**config.mk**
```make
export PLATFORM = sky130hd
export DESIGN_NAME = lnpd_isqrt
export DESIGN_NICKNAME = d
export VERILOG_FILES = /design/src/rtl/lnpd_pkg.sv /design/src/rtl/lnpd_isqrt.sv
export SDC_FILE = /design/constraint.sdc
export NUM_CORES = 1
export LEC_CHECK = 0
export BUFFER_PORTS_ARGS = -buffer_cell sky130_fd_sc_hd__buf_4
export CORE_UTILIZATION = 40
export CTS_BUF_LIST = sky130_fd_sc_hd__clkbuf_4
export DETAILED_ROUTE_END_ITERATION = 6
export PLACE_DENSITY = 0.57
export RECOVER_POWER = 50
export SLEW_MARGIN = 5
export SYNTH_ARGS = -nofsm -noshare
export SYNTH_HDL_FRONTEND = slang
export SYNTH_SLANG_ARGS = --single-unit
export TNS_END_PERCENT = 30
```
**constraint.sdc**
```tcl
create_clock -name clk -period 6.6 [get_ports clk]
set_input_delay 0.66 -clock clk [delete_from_list [all_inputs] [get_ports clk]]
set_output_delay 0.66 -clock clk [all_outputs]
set_load 0.005 [all_outputs]
```
**src/rtl/lnpd_pkg.sv**
```systemverilog
// ----------------------------------------------------------------------------
// lnpd_pkg
// Shared widths, codes and types of the per-label nearest distance block.
// ----------------------------------------------------------------------------
`timescale 1ns / 1ps

package lnpd_pkg;

  localparam int MAX_LABELS_DEF = 256;
  localparam int COORD_BITS_DEF = 12;

  localparam int PIX_BITS      = 12;
  localparam int LABEL_BITS    = 8;
  localparam int COUNT_BITS    = 9;
  localparam int DIST_BITS     = 31;
  localparam int CFG_IDX_BITS  = 2;
  localparam int CFG_DATA_BITS = 12;

  localparam logic [DIST_BITS-1:0] INT_MAX = 31'h7FFF_FFFF;

  localparam logic [1:0] OP_CLEAR  = 2'd0;
  localparam logic [1:0] OP_PIXEL  = 2'd1;
  localparam logic [1:0] OP_READ   = 2'd2;
  localparam logic [1:0] OP_UNUSED = 2'd3;

  localparam logic [CFG_IDX_BITS-1:0] CFG_CENTER_X    = 2'd0;
  localparam logic [CFG_IDX_BITS-1:0] CFG_CENTER_Y    = 2'd1;
  localparam logic [CFG_IDX_BITS-1:0] CFG_LABEL_COUNT = 2'd2;
  localparam logic [CFG_IDX_BITS-1:0] CFG_EMPTY_LABEL = 2'd3;

  typedef struct packed {
    logic busy;
    logic done;
  } sqrt_status_t;

endpackage

```
**src/rtl/lnpd_isqrt.sv**
```systemverilog
// ----------------------------------------------------------------------------
// lnpd_isqrt
// Iterative integer square root, one root bit per cycle.
// ----------------------------------------------------------------------------
`timescale 1ns / 1ps

module lnpd_isqrt #(
  parameter int ROOT_BITS = 13
) (
  input  logic                       clk,
  input  logic                       rst_n,
  input  logic                       start,
  input  logic [2*ROOT_BITS-1:0]     value,
  output logic [ROOT_BITS-1:0]       root,
  output lnpd_pkg::sqrt_status_t     status
);

  localparam int VAL_W = 2 * ROOT_BITS;
  localparam int REM_W = ROOT_BITS + 2;
  localparam int CNT_W = $clog2(ROOT_BITS + 1);

  logic [VAL_W-1:0]     val_r, val_nxt;
  logic [REM_W-1:0]     rem_r, rem_nxt;
  logic [ROOT_BITS-1:0] root_r, root_nxt;
  logic [CNT_W-1:0]     cnt_r, cnt_nxt;
  logic                 busy_r, busy_nxt;
  logic                 done_r, done_nxt;
  logic [REM_W-1:0]     rem_sh;
  logic [REM_W-1:0]     trial;

  assign rem_sh = {rem_r[ROOT_BITS-1:0], val_r[VAL_W-1 -: 2]};
  assign trial  = {root_r, 2'b01};

  always_comb begin
    val_nxt  = val_r;
    rem_nxt  = rem_r;
    root_nxt = root_r;
    cnt_nxt  = cnt_r;
    busy_nxt = busy_r;
    done_nxt = 1'b0;
    if (start) begin
      val_nxt  = value;
      rem_nxt  = '0;
      root_nxt = '0;
      cnt_nxt  = CNT_W'(ROOT_BITS);
      busy_nxt = 1'b1;
    end else if (busy_r) begin
      val_nxt = {val_r[VAL_W-3:0], 2'b00};
      if (rem_sh >= trial) begin
        rem_nxt  = rem_sh - trial;
        root_nxt = {root_r[ROOT_BITS-2:0], 1'b1};
      end else begin
        rem_nxt  = rem_sh;
        root_nxt = {root_r[ROOT_BITS-2:0], 1'b0};
      end
      cnt_nxt = cnt_r - CNT_W'(1);
      if (cnt_r == CNT_W'(1)) begin
        busy_nxt = 1'b0;
        done_nxt = 1'b1;
      end
    end
  end

  always_ff @(posedge clk) begin
    if (!rst_n) begin
      cnt_r  <= '0;
      busy_r <= 1'b0;
      done_r <= 1'b0;
    end else begin
      cnt_r  <= cnt_nxt;
      busy_r <= busy_nxt;
      done_r <= done_nxt;
    end
  end

  always_ff @(posedge clk) begin
    val_r  <= val_nxt;
    rem_r  <= rem_nxt;
    root_r <= root_nxt;
  end

  assign root        = root_r;
  assign status.busy = busy_r;
  assign status.done = done_r;

endmodule

```
==> results of run 1 <==
[cells in the final DEF, fill, tap and decap left out, types with 8 or more instances in the layout]
cell type	n
buf_4	36
mux2i_1	14
edfxtp_1	26
inv_1	27
clkbuf_4	13
a21oi_1	8
nor2_1	34
dfxtp_1	32
nand2_1	11
mux2_2	24
ha_1	17
[area by class of cell]
type | instances | area [sq um]
fillers | 754 | 4060
multi-input cells | 206 | 1650
flip-flops and latches | 58 | 1420
repair buffers | 44 | 315
well taps | 102 | 128
inverters | 27 | 101
clock buffers | 9 | 67.6
clock inverters | 7 | 60.1
[worst register-to-register path, delay by kind of cell (launching register included)]
family,cells,cell delay (ps)
DFF,1,320
and+or+nand+nor,1,400
buffers and inverters,2,2280
[cell families (layout without fill, tap and decap cells)]
family | count (synthesis) | after routing | share of synthesized area
XOR/XNOR | 7 | 7 | 0.0187
buffers and inverters | 46 | 87 | 0.0630
adder cells (fa/ha/maj) | 17 | 17 | 0.0649
multiplexers | 38 | 38 | 0.125
AO/OA/AOI/OAI | 67 | 67 | 0.179
AND/OR/NAND/NOR | 77 | 77 | 0.116
flip-flops | 58 | 58 | 0.434
[how the worst max path moves through the flow]
stage / from / end / slack (ps) / cells past startpoint
2_1_floorplan: root[4] / rem_r[2] / 4400 / 9
3_3_place_gp: start / val_r[13] / 3990 / 3
3_5_place_dp: start / val_r[17] / 4000 / 3
4_1_cts: root[4] / rem_r[2] / 4010 / 7
5_1_grt: start / val_r[21] / 2600 / 3
6_report: start / val_r[21] / 2890 / 3
[sequential cells by signal, summed over array words and instances, names as in the netlist]
register,count
busy_r,1
cnt_r,4
done_r,1
rem_r,13
root,13
val_r,26
[stage by stage]
stage | instances | instance area [sq um] | util
after floorplan | 310 | 3280 | -
after global routing | 453 | 3740 | 0.479
after global placement | 437 | 3630 | 0.465
after detailed placement | 437 | 3630 | 0.465
after CTS | 453 | 3760 | 0.481
final | 453 | 3740 | 0.479
[layer usage]
metal,share of wire,wire (um),global-route usage
met2,0.43,3070,0.244
met3,0.047,335,0.0493
met4,0.017,118,0.0742
met1,0.50,3550,0.248
met5,0,0,0
[power by group]
group	internal [mW]	switching (mW)	leakage (nW)	total (mW)
clock network	0.111	0.135	0.0706	0.246
logic	0.326	0.491	0.898	0.817
registers	0.431	0.0371	0.524	0.468
==> run metrics, run 1 <==
WL final 7070 um; hold buffers post-CTS 0; pre-CTS setup slack 4000 ps; core area 7810 sq um; Peak Freq 269 MHz; clock tree buffer depth 2; GPL Wtd Cong 0.803; DR pass1 iterations 4; number of flops mapped to enable cells by yosys 26; CP Data Arrival Time 3740 ps; initial core utilization 0.420; CTS tree done; Design Power 1.53 mW; Setup Total Neg Slack 0 ps; area delta synth->final 14.2%; Power Dens Cells 409 nW/um^2; Max VDD drop 0.170 mV; Reg-to-Reg Start busy_r; port bufs 43; GRT Util Overall 0.174; # setup viols final 0; CTS root buf clkbuf_4; buffer and inverter count on the worst path 2; RSZ-0062 raised after global routing false; die area 8560 sq um; Final Worst Setup Slack 2890 ps; count leader, synth nor2_1; HP Class register to register; CP top delay family buffers and inverters; Endpoint, Worst Hold cnt_r[1]; Clk Latency, worst-skew pair 400 ps; cell taking the most area after synthesis edfxtp_1; vias per inst 5.44; Residual DRC 0; status complete, but fails checks; worst-path fanout max 52; Area contributors post-synth edfxtp_1, dfxtp_1, mux2_2; Worst setup EP type register; post-synthesis cell type count 56; Most used DFF post-synth dfxtp_1; worst hold stages 2; post-layout net count 392; CTS Sinks 58; synthesized flop and latch total 58; total gr overflow 0; worst slew pin tran 2430 ps; min-delay src cnt_r[1]; Seq/Total Area, Yosys 0.434; part of the cycle the worst path needs 0.562; synth cell count leaders nor2_1, dfxtp_1, inv_1; reg2reg end val_r[21]; worst clock skew 5.24 ps; Final Critical Period 3710 ps; DPL Wire Length 5010 um; # diodes 0; YS warnings 0; IO Count 44; Fin. Hold Viols 0; Rows 32; post-synth net total 356; Post-CTS Resized 0; Synth Area per Inst 10.6 sq um; CP required 6620 ps; largest net degree at the start of global routing 53; max-slew violations 87; R2R Setup Slk 3220 ps; critical-path cell list clkbuf_1, nor2_1, inv_1; slowest library cell on the worst path clkbuf_1; Cells after Synth 310; Wirelength per Cell 15.6 um; share of layout cells above drive strength 1 0.259; initial antenna violation count 0; startpoint types input port; synthesized area 3280 sq um; depth of the worst register-to-register path 3; DIE WIDTH 92.5 um; H-Tree Level Count 3; CTS buffer count 9; DRT iter0 DRCs 136; post-synth top area share 0.238; asr flop ratio synth 0; clk slew on worst S/H paths 100 ps; leakage 1.49 nW; crit path kind input port to register; Post-DRT Antenna Nets 0; violated checks max-capacitance violations, max-slew violations; global-route wire length before repair 11500 um; Die Ht 92.5 um; max cap viols 2; Crit path largest cell delay 1700 ps; via count 2464; Post-CTS Setup Bufs 0; Relative slew margins -0.618; hold slack 512 ps; vias in the first global route 2232
Power figures use the tool's default switching activity.
==> inputs of run 2 (changes only) <==
==> constraint.sdc (replaced) <==
create_clock -name clk -period 3.9 [get_ports clk]
set_input_delay 0.39 -clock clk [delete_from_list [all_inputs] [get_ports clk]]
set_output_delay 0.39 -clock clk [all_outputs]
set_load 0.005 [all_outputs]
==> run 2 against run 1 <==
Against the previous run: sequential share of layout area down 0.36 points; the flow now finishes without violations; global-route usage shrank 0.21 points; highest routed layer unchanged; utilization rose by 0.46 points; clock power rose by 99%; cell count unchanged; power grew 73%; combinational power grew 68%; clock skew increased by 14 ps; sequential power is 68% higher; worst hold slack lost 240 ps; worst setup slack worse by 1500 ps; largest cell class unchanged.
==> run metrics, run 2 (synthesized netlist as in run 1, its figures left out) <==
CTS tree done; core area 7810 sq um; Final Critical Period 2550 ps; Peak Freq 392 MHz; slowest library cell on the worst path a22oi_4; RSZ-0062 raised after global routing false; startpoint types register; Rows 32; port bufs 43; Power Dens Cells 699 nW/um^2; # diodes 0; initial core utilization 0.420; DPL Wire Length 4860 um; H-Tree Level Count 3; largest net degree at the start of global routing 53; R2R Setup Slk 1350 ps; critical-path cell list inv_1, ha_1, a2111oi_2, nand3_2, a22oi_4, and2_4, o221ai_1; multi-input logic area 1650 sq um; Final Util 0.484; GRT busiest layer met2; Endpoint, Worst Hold val_r[20]; CP required 4160 ps; GRT Util Overall 0.172; GRT met1 Usage 0.239; Fin. Hold Viols 0; DRT iter0 DRCs 77; placed cell count 437; max cap viols 0; Relative slew margins 0.307; total gr overflow 0; leakage 1.51 nW; max reg flops 26; Global Route met2 Usage 0.247; # setup viols final 0; commonest cells after routing, fill and taps aside buf_4, nor2_1, dfxtp_1; Crit path largest cell delay 450 ps; worst slew pin tran 1040 ps; post-layout net count 392; Post-CTS Resized 0; Post-CTS Setup Bufs 0; CTS buffer count 9; worst-path fanout max 17; Clk Latency, worst-skew pair 410 ps; clock tree buffer depth 2; worst clock skew 19.3 ps; depth of the worst register-to-register path 7; max-slew violations 0; clk slew on worst S/H paths 110 ps; buffer and inverter count on the worst path 1; commonest non-fill, non-tap cell in the layout buf_4; area delta synth->final 15.3%; CTS root buf clkbuf_4; worst hold stages 2; vias per inst 5.25; global-route wire length before repair 11200 um; DIE WIDTH 92.5 um; Sequential Area 1420 sq um; via count 2378; CP top delay family compound AO/OA/AOI/OAI gates; Residual DRC 0; GPL Wtd Cong 0.816; Critical Path Start root[4]; WL final 6890 um; vias in the first global route 2266; hold buffers post-CTS 0; min-delay src value[20]; DR pass1 iterations 4; Wirelength per Cell 15.2 um; Max VDD drop 0.313 mV; IO Count 44; Fill cells 743; Cell Count, Final, Fillers Out 453; Top reg by flops val_r; part of the cycle the worst path needs 0.653; status finished clean; initial antenna violation count 0; Reg-to-Reg Start root[4]; Post-DRT Antenna Nets 0; met3 Use GR 0.0394; crit path kind register to register; CP Data Arrival Time 2810 ps; CTS Sinks 58; die area 8560 sq um; Worst setup EP type register; HP Class input port to register; Die Ht 92.5 um; share of layout cells above drive strength 1 0.265; reg2reg end rem_r[2]; Setup Total Neg Slack 0 ps
[run 2: metrics by stage]
| stage | area, sq um | hold slack (ps) | total power, mW | setup WS (ps) |
|---|---|---|---|---|
| floorplan | 3280 | 451 | 1.97 | 1700 |
| global placement | 3630 | 469 | 2.14 | 1420 |
| detailed placement | 3630 | 475 | 2.15 | 1360 |
| CTS | 3790 | 249 | 2.65 | 1350 |
| global route | 3780 | 248 | 2.82 | 1160 |
| finish | 3780 | 272 | 2.64 | 1350 |
[run 2: worst max path at each step]
stage	endpoint	slack [ps]	depth (start not counted)
global route	rem_r[2]	1160	7
CTS	rem_r[2]	1350	7
global placement	rem_r[2]	1420	7
detailed placement	rem_r[2]	1360	7
finish	rem_r[2]	1350	7
floorplan	rem_r[2]	1700	9
[run 2: where the power goes]
| group | leakage (nW) | switching (mW) | total (mW) | internal (mW) |
|---|---|---|---|---|
| registers | 0.524 | 0.0569 | 0.786 | 0.729 |
| clock network | 0.0854 | 0.226 | 0.489 | 0.263 |
| logic | 0.905 | 0.818 | 1.37 | 0.548 |
| total | 1.51 | 1.10 | 2.64 | 1.54 |
[run 2: area by class of cell]
type / count / area share
Clock buffer: 10 / 0.0199
Clock inverter: 6 / 0.0215
Inverter: 27 / 0.0268
Multi-Input combinational cell: 206 / 0.437
Sequential cell: 58 / 0.376
Tap cell: 102 / 0.0338
Timing Repair Buffer: 44 / 0.0854
[run 2: worst register-to-register path, delay by kind of cell (launching register included)]
kind,cells,cell delay (ps)
AOI/OAI and AO/OA,3,1030
and+or+nand+nor,2,520
buffers and inverters,1,70
adders and majority gates,1,410
DFF,1,390
[run 2: per-layer routing]
| layer | wire length, um | vias to the layer above | share of wire |
|---|---|---|---|
| met5 | 0 | - | 0 |
| met4 | 185 | 0 | 0.027 |
| met3 | 279 | 17 | 0.040 |
| met2 | 2950 | 47 | 0.43 |
| met1 | 3480 | 1100 | 0.50 |
| li1 | - | 1214 | - |
==> inputs of run 3 (changes only) <==
--- a/config.mk
+++ b/config.mk
@@ -5,6 +5,7 @@
 export SDC_FILE = /design/constraint.sdc
 export NUM_CORES = 1
 export LEC_CHECK = 0
+export ABC_AREA = 1
 export BUFFER_PORTS_ARGS = -buffer_cell sky130_fd_sc_hd__buf_4
 export CORE_UTILIZATION = 40
 export CTS_BUF_LIST = sky130_fd_sc_hd__clkbuf_4
==> constraint.sdc (replaced) <==
create_clock -name clk -period 2.5 [get_ports clk]
set_input_delay 0.25 -clock clk [delete_from_list [all_inputs] [get_ports clk]]
set_output_delay 0.25 -clock clk [all_outputs]
set_load 0.005 [all_outputs]
==> run 3 against run 2 <==
Against the previous run: via count up 18%; power up 97%; critical path depth up 5; global-route usage up 1.8 points; count of clock-buffer cells in the layout unchanged; largest cell class unchanged; highest routed layer unchanged; die area about the same.
==> run metrics, run 3 <==
DIE WIDTH 92.5 um; Post-CTS Setup Bufs 0; synthesized area 3280 sq um; part of the cycle the worst path needs 0.829; area post-placement 3700 sq um; H-Tree Level Count 3; Die Ht 92.5 um; post-synthesis cell type count 37; via count 2807; post-synth top area share 0.238; core area 7810 sq um; slowest library cell on the worst path dfxtp_1; initial antenna violation count 0; share of layout cells above drive strength 1 0.166; worst clock skew 20.8 ps; IO Count 44; CTS root buf clkbuf_4; CP top delay family simple AND/OR/NAND/NOR gates; worst-path fanout max 19; Finished Cell Area 3850 sq um; Clk Latency, worst-skew pair 400 ps; WL final 7510 um; startpoint types register; leakage 1.93 nW; Area contributors post-synth edfxtp_1, nand2_1, dfxtp_1; port bufs 43; Setup Total Neg Slack 0 ps; DPL Wire Length 5690 um; synthesized flop and latch total 58; CTS buffer count 9; Rows 32; Most used DFF post-synth dfxtp_1; CTS tree done; total gr overflow 0; worst slew pin tran 1000 ps; buffer and inverter count on the worst path 2; # setup viols final 0; cell taking the most area after synthesis edfxtp_1; max reg flops 26; Cell Count, Final, Fillers Out 591; Final Util 0.493; Top reg by flops val_r; RSZ-0062 raised after global routing false; GRT Util Overall 0.190; Wirelength per Cell 12.7 um; commonest cells after routing, fill and taps aside nand2_1, inv_1, dfxtp_1; hold buffers post-CTS 0; critical-path cell list inv_1, ha_1, nand2_1, inv_2, a21oi_1, nand2_2, nand2_4, nand3_4, nand2_1, o21ai_2, nand2_1, nand2_1; Cells after Synth 439; vias in the first global route 2605; vias per inst 4.75; Synth Area per Inst 7.46 sq um; max cap viols 0; crit path kind register to register; Post-DRT Antenna Nets 0; commonest non-fill, non-tap cell in the layout nand2_1; number of flops mapped to enable cells by yosys 26; Max VDD drop 0.677 mV; status finished clean; CP Data Arrival Time 2370 ps; Crit path largest cell delay 390 ps; initial core utilization 0.420; Fin. Hold Viols 0; Relative slew margins 0.330; clk slew on worst S/H paths 110 ps; YS warnings 0; DRT iter0 DRCs 125; placed cell count 575; global-route wire length before repair 12600 um; CP required 2790 ps; Residual DRC 0; Power Dens Cells 1350 nW/um^2; Seq/Total Area, Yosys 0.434; post-synth net total 485; die area 8560 sq um; HP Class input port to register; Worst setup EP type register; most used cell, CP nand2_1; post-layout net count 530; GPL Wtd Cong 0.852; max-slew violations 0; Peak Freq 483 MHz; largest net degree at the start of global routing 32; synth cell count leaders nand2_1, inv_1, dfxtp_1; CTS Sinks 58; clock tree buffer depth 2; # diodes 0; Post-CTS Resized 0; DR pass1 iterations 4; area delta synth->final 17.4%; Final Critical Period 2070 ps; count leader, synth nand2_1; asr flop ratio synth 0
[run 3: layer usage]
| layer | GRT usage | routed length (um) |
|---|---|---|
| met4 | 0.0742 | 133 |
| met2 | 0.309 | 3460 |
| met1 | 0.252 | 3620 |
| met5 | 0 | 0 |
| met3 | 0.0296 | 302 |
[run 3: kinds of logic (layout without fill, tap and decap cells)]
group | count (synthesis) | after routing | synth area share
AOI/OAI and AO/OA | 39 | 39 | 0.0760
xor gates and xnor gates | 5 | 5 | 0.0134
adders and majority gates | 17 | 17 | 0.0649
DFF | 58 | 58 | 0.434
buffers and inverters | 71 | 121 | 0.0886
and+or+nand+nor | 249 | 249 | 0.323
[run 3: layout make-up]
type,instances,area [sq um]
Multi-Input combinational cell,310,1570
Tap cell,102,128
Clock inverter,6,81.3
Timing Repair Buffer,47,358
Sequential cell,58,1420
Clock buffer,10,75.1
Fill cell,799,3960
Inverter,58,218
[run 3: power by group]
group / switching, mW / internal (mW) / leakage [nW]
registers: 0.111 / 1.15 / 0.528
clock network: 0.341 / 0.411 / 0.0820
logic: 2.09 / 1.11 / 1.32
[run 3: worst register-to-register path, stage by stage, from the launching register on]
cell	delay (ps)
dfxtp_1	390
inv_1	110
ha_1	380
nand2_1	130
inv_2	50
a21oi_1	160
nand2_2	100
nand2_4	100
nand3_4	220
nand2_1	160
o21ai_2	60
nand2_1	60
nand2_1	50
[run 3: final timing paths]
kind / start / to / slack, ps / depth (start not counted)
max reg2reg: root[3] / rem_r[8] / 430 / 12
min: value[15] / val_r[15] / 110 / 3
max: root[3] / rem_r[8] / 430 / 12
min reg2reg: rem_r[12] / rem_r[12] / 480 / 2
[run 3: per-stage QoR]
stage / hold WS (ps) / power, mW / setup WS (ps)
2_1_floorplan: 374 / 3.90 / 476
3_3_place_gp: 460 / 4.48 / 433
3_5_place_dp: 463 / 4.48 / 429
4_1_cts: 89.0 / 5.25 / 413
5_1_grt: 99.8 / 5.75 / 149
6_report: 112 / 5.21 / 428
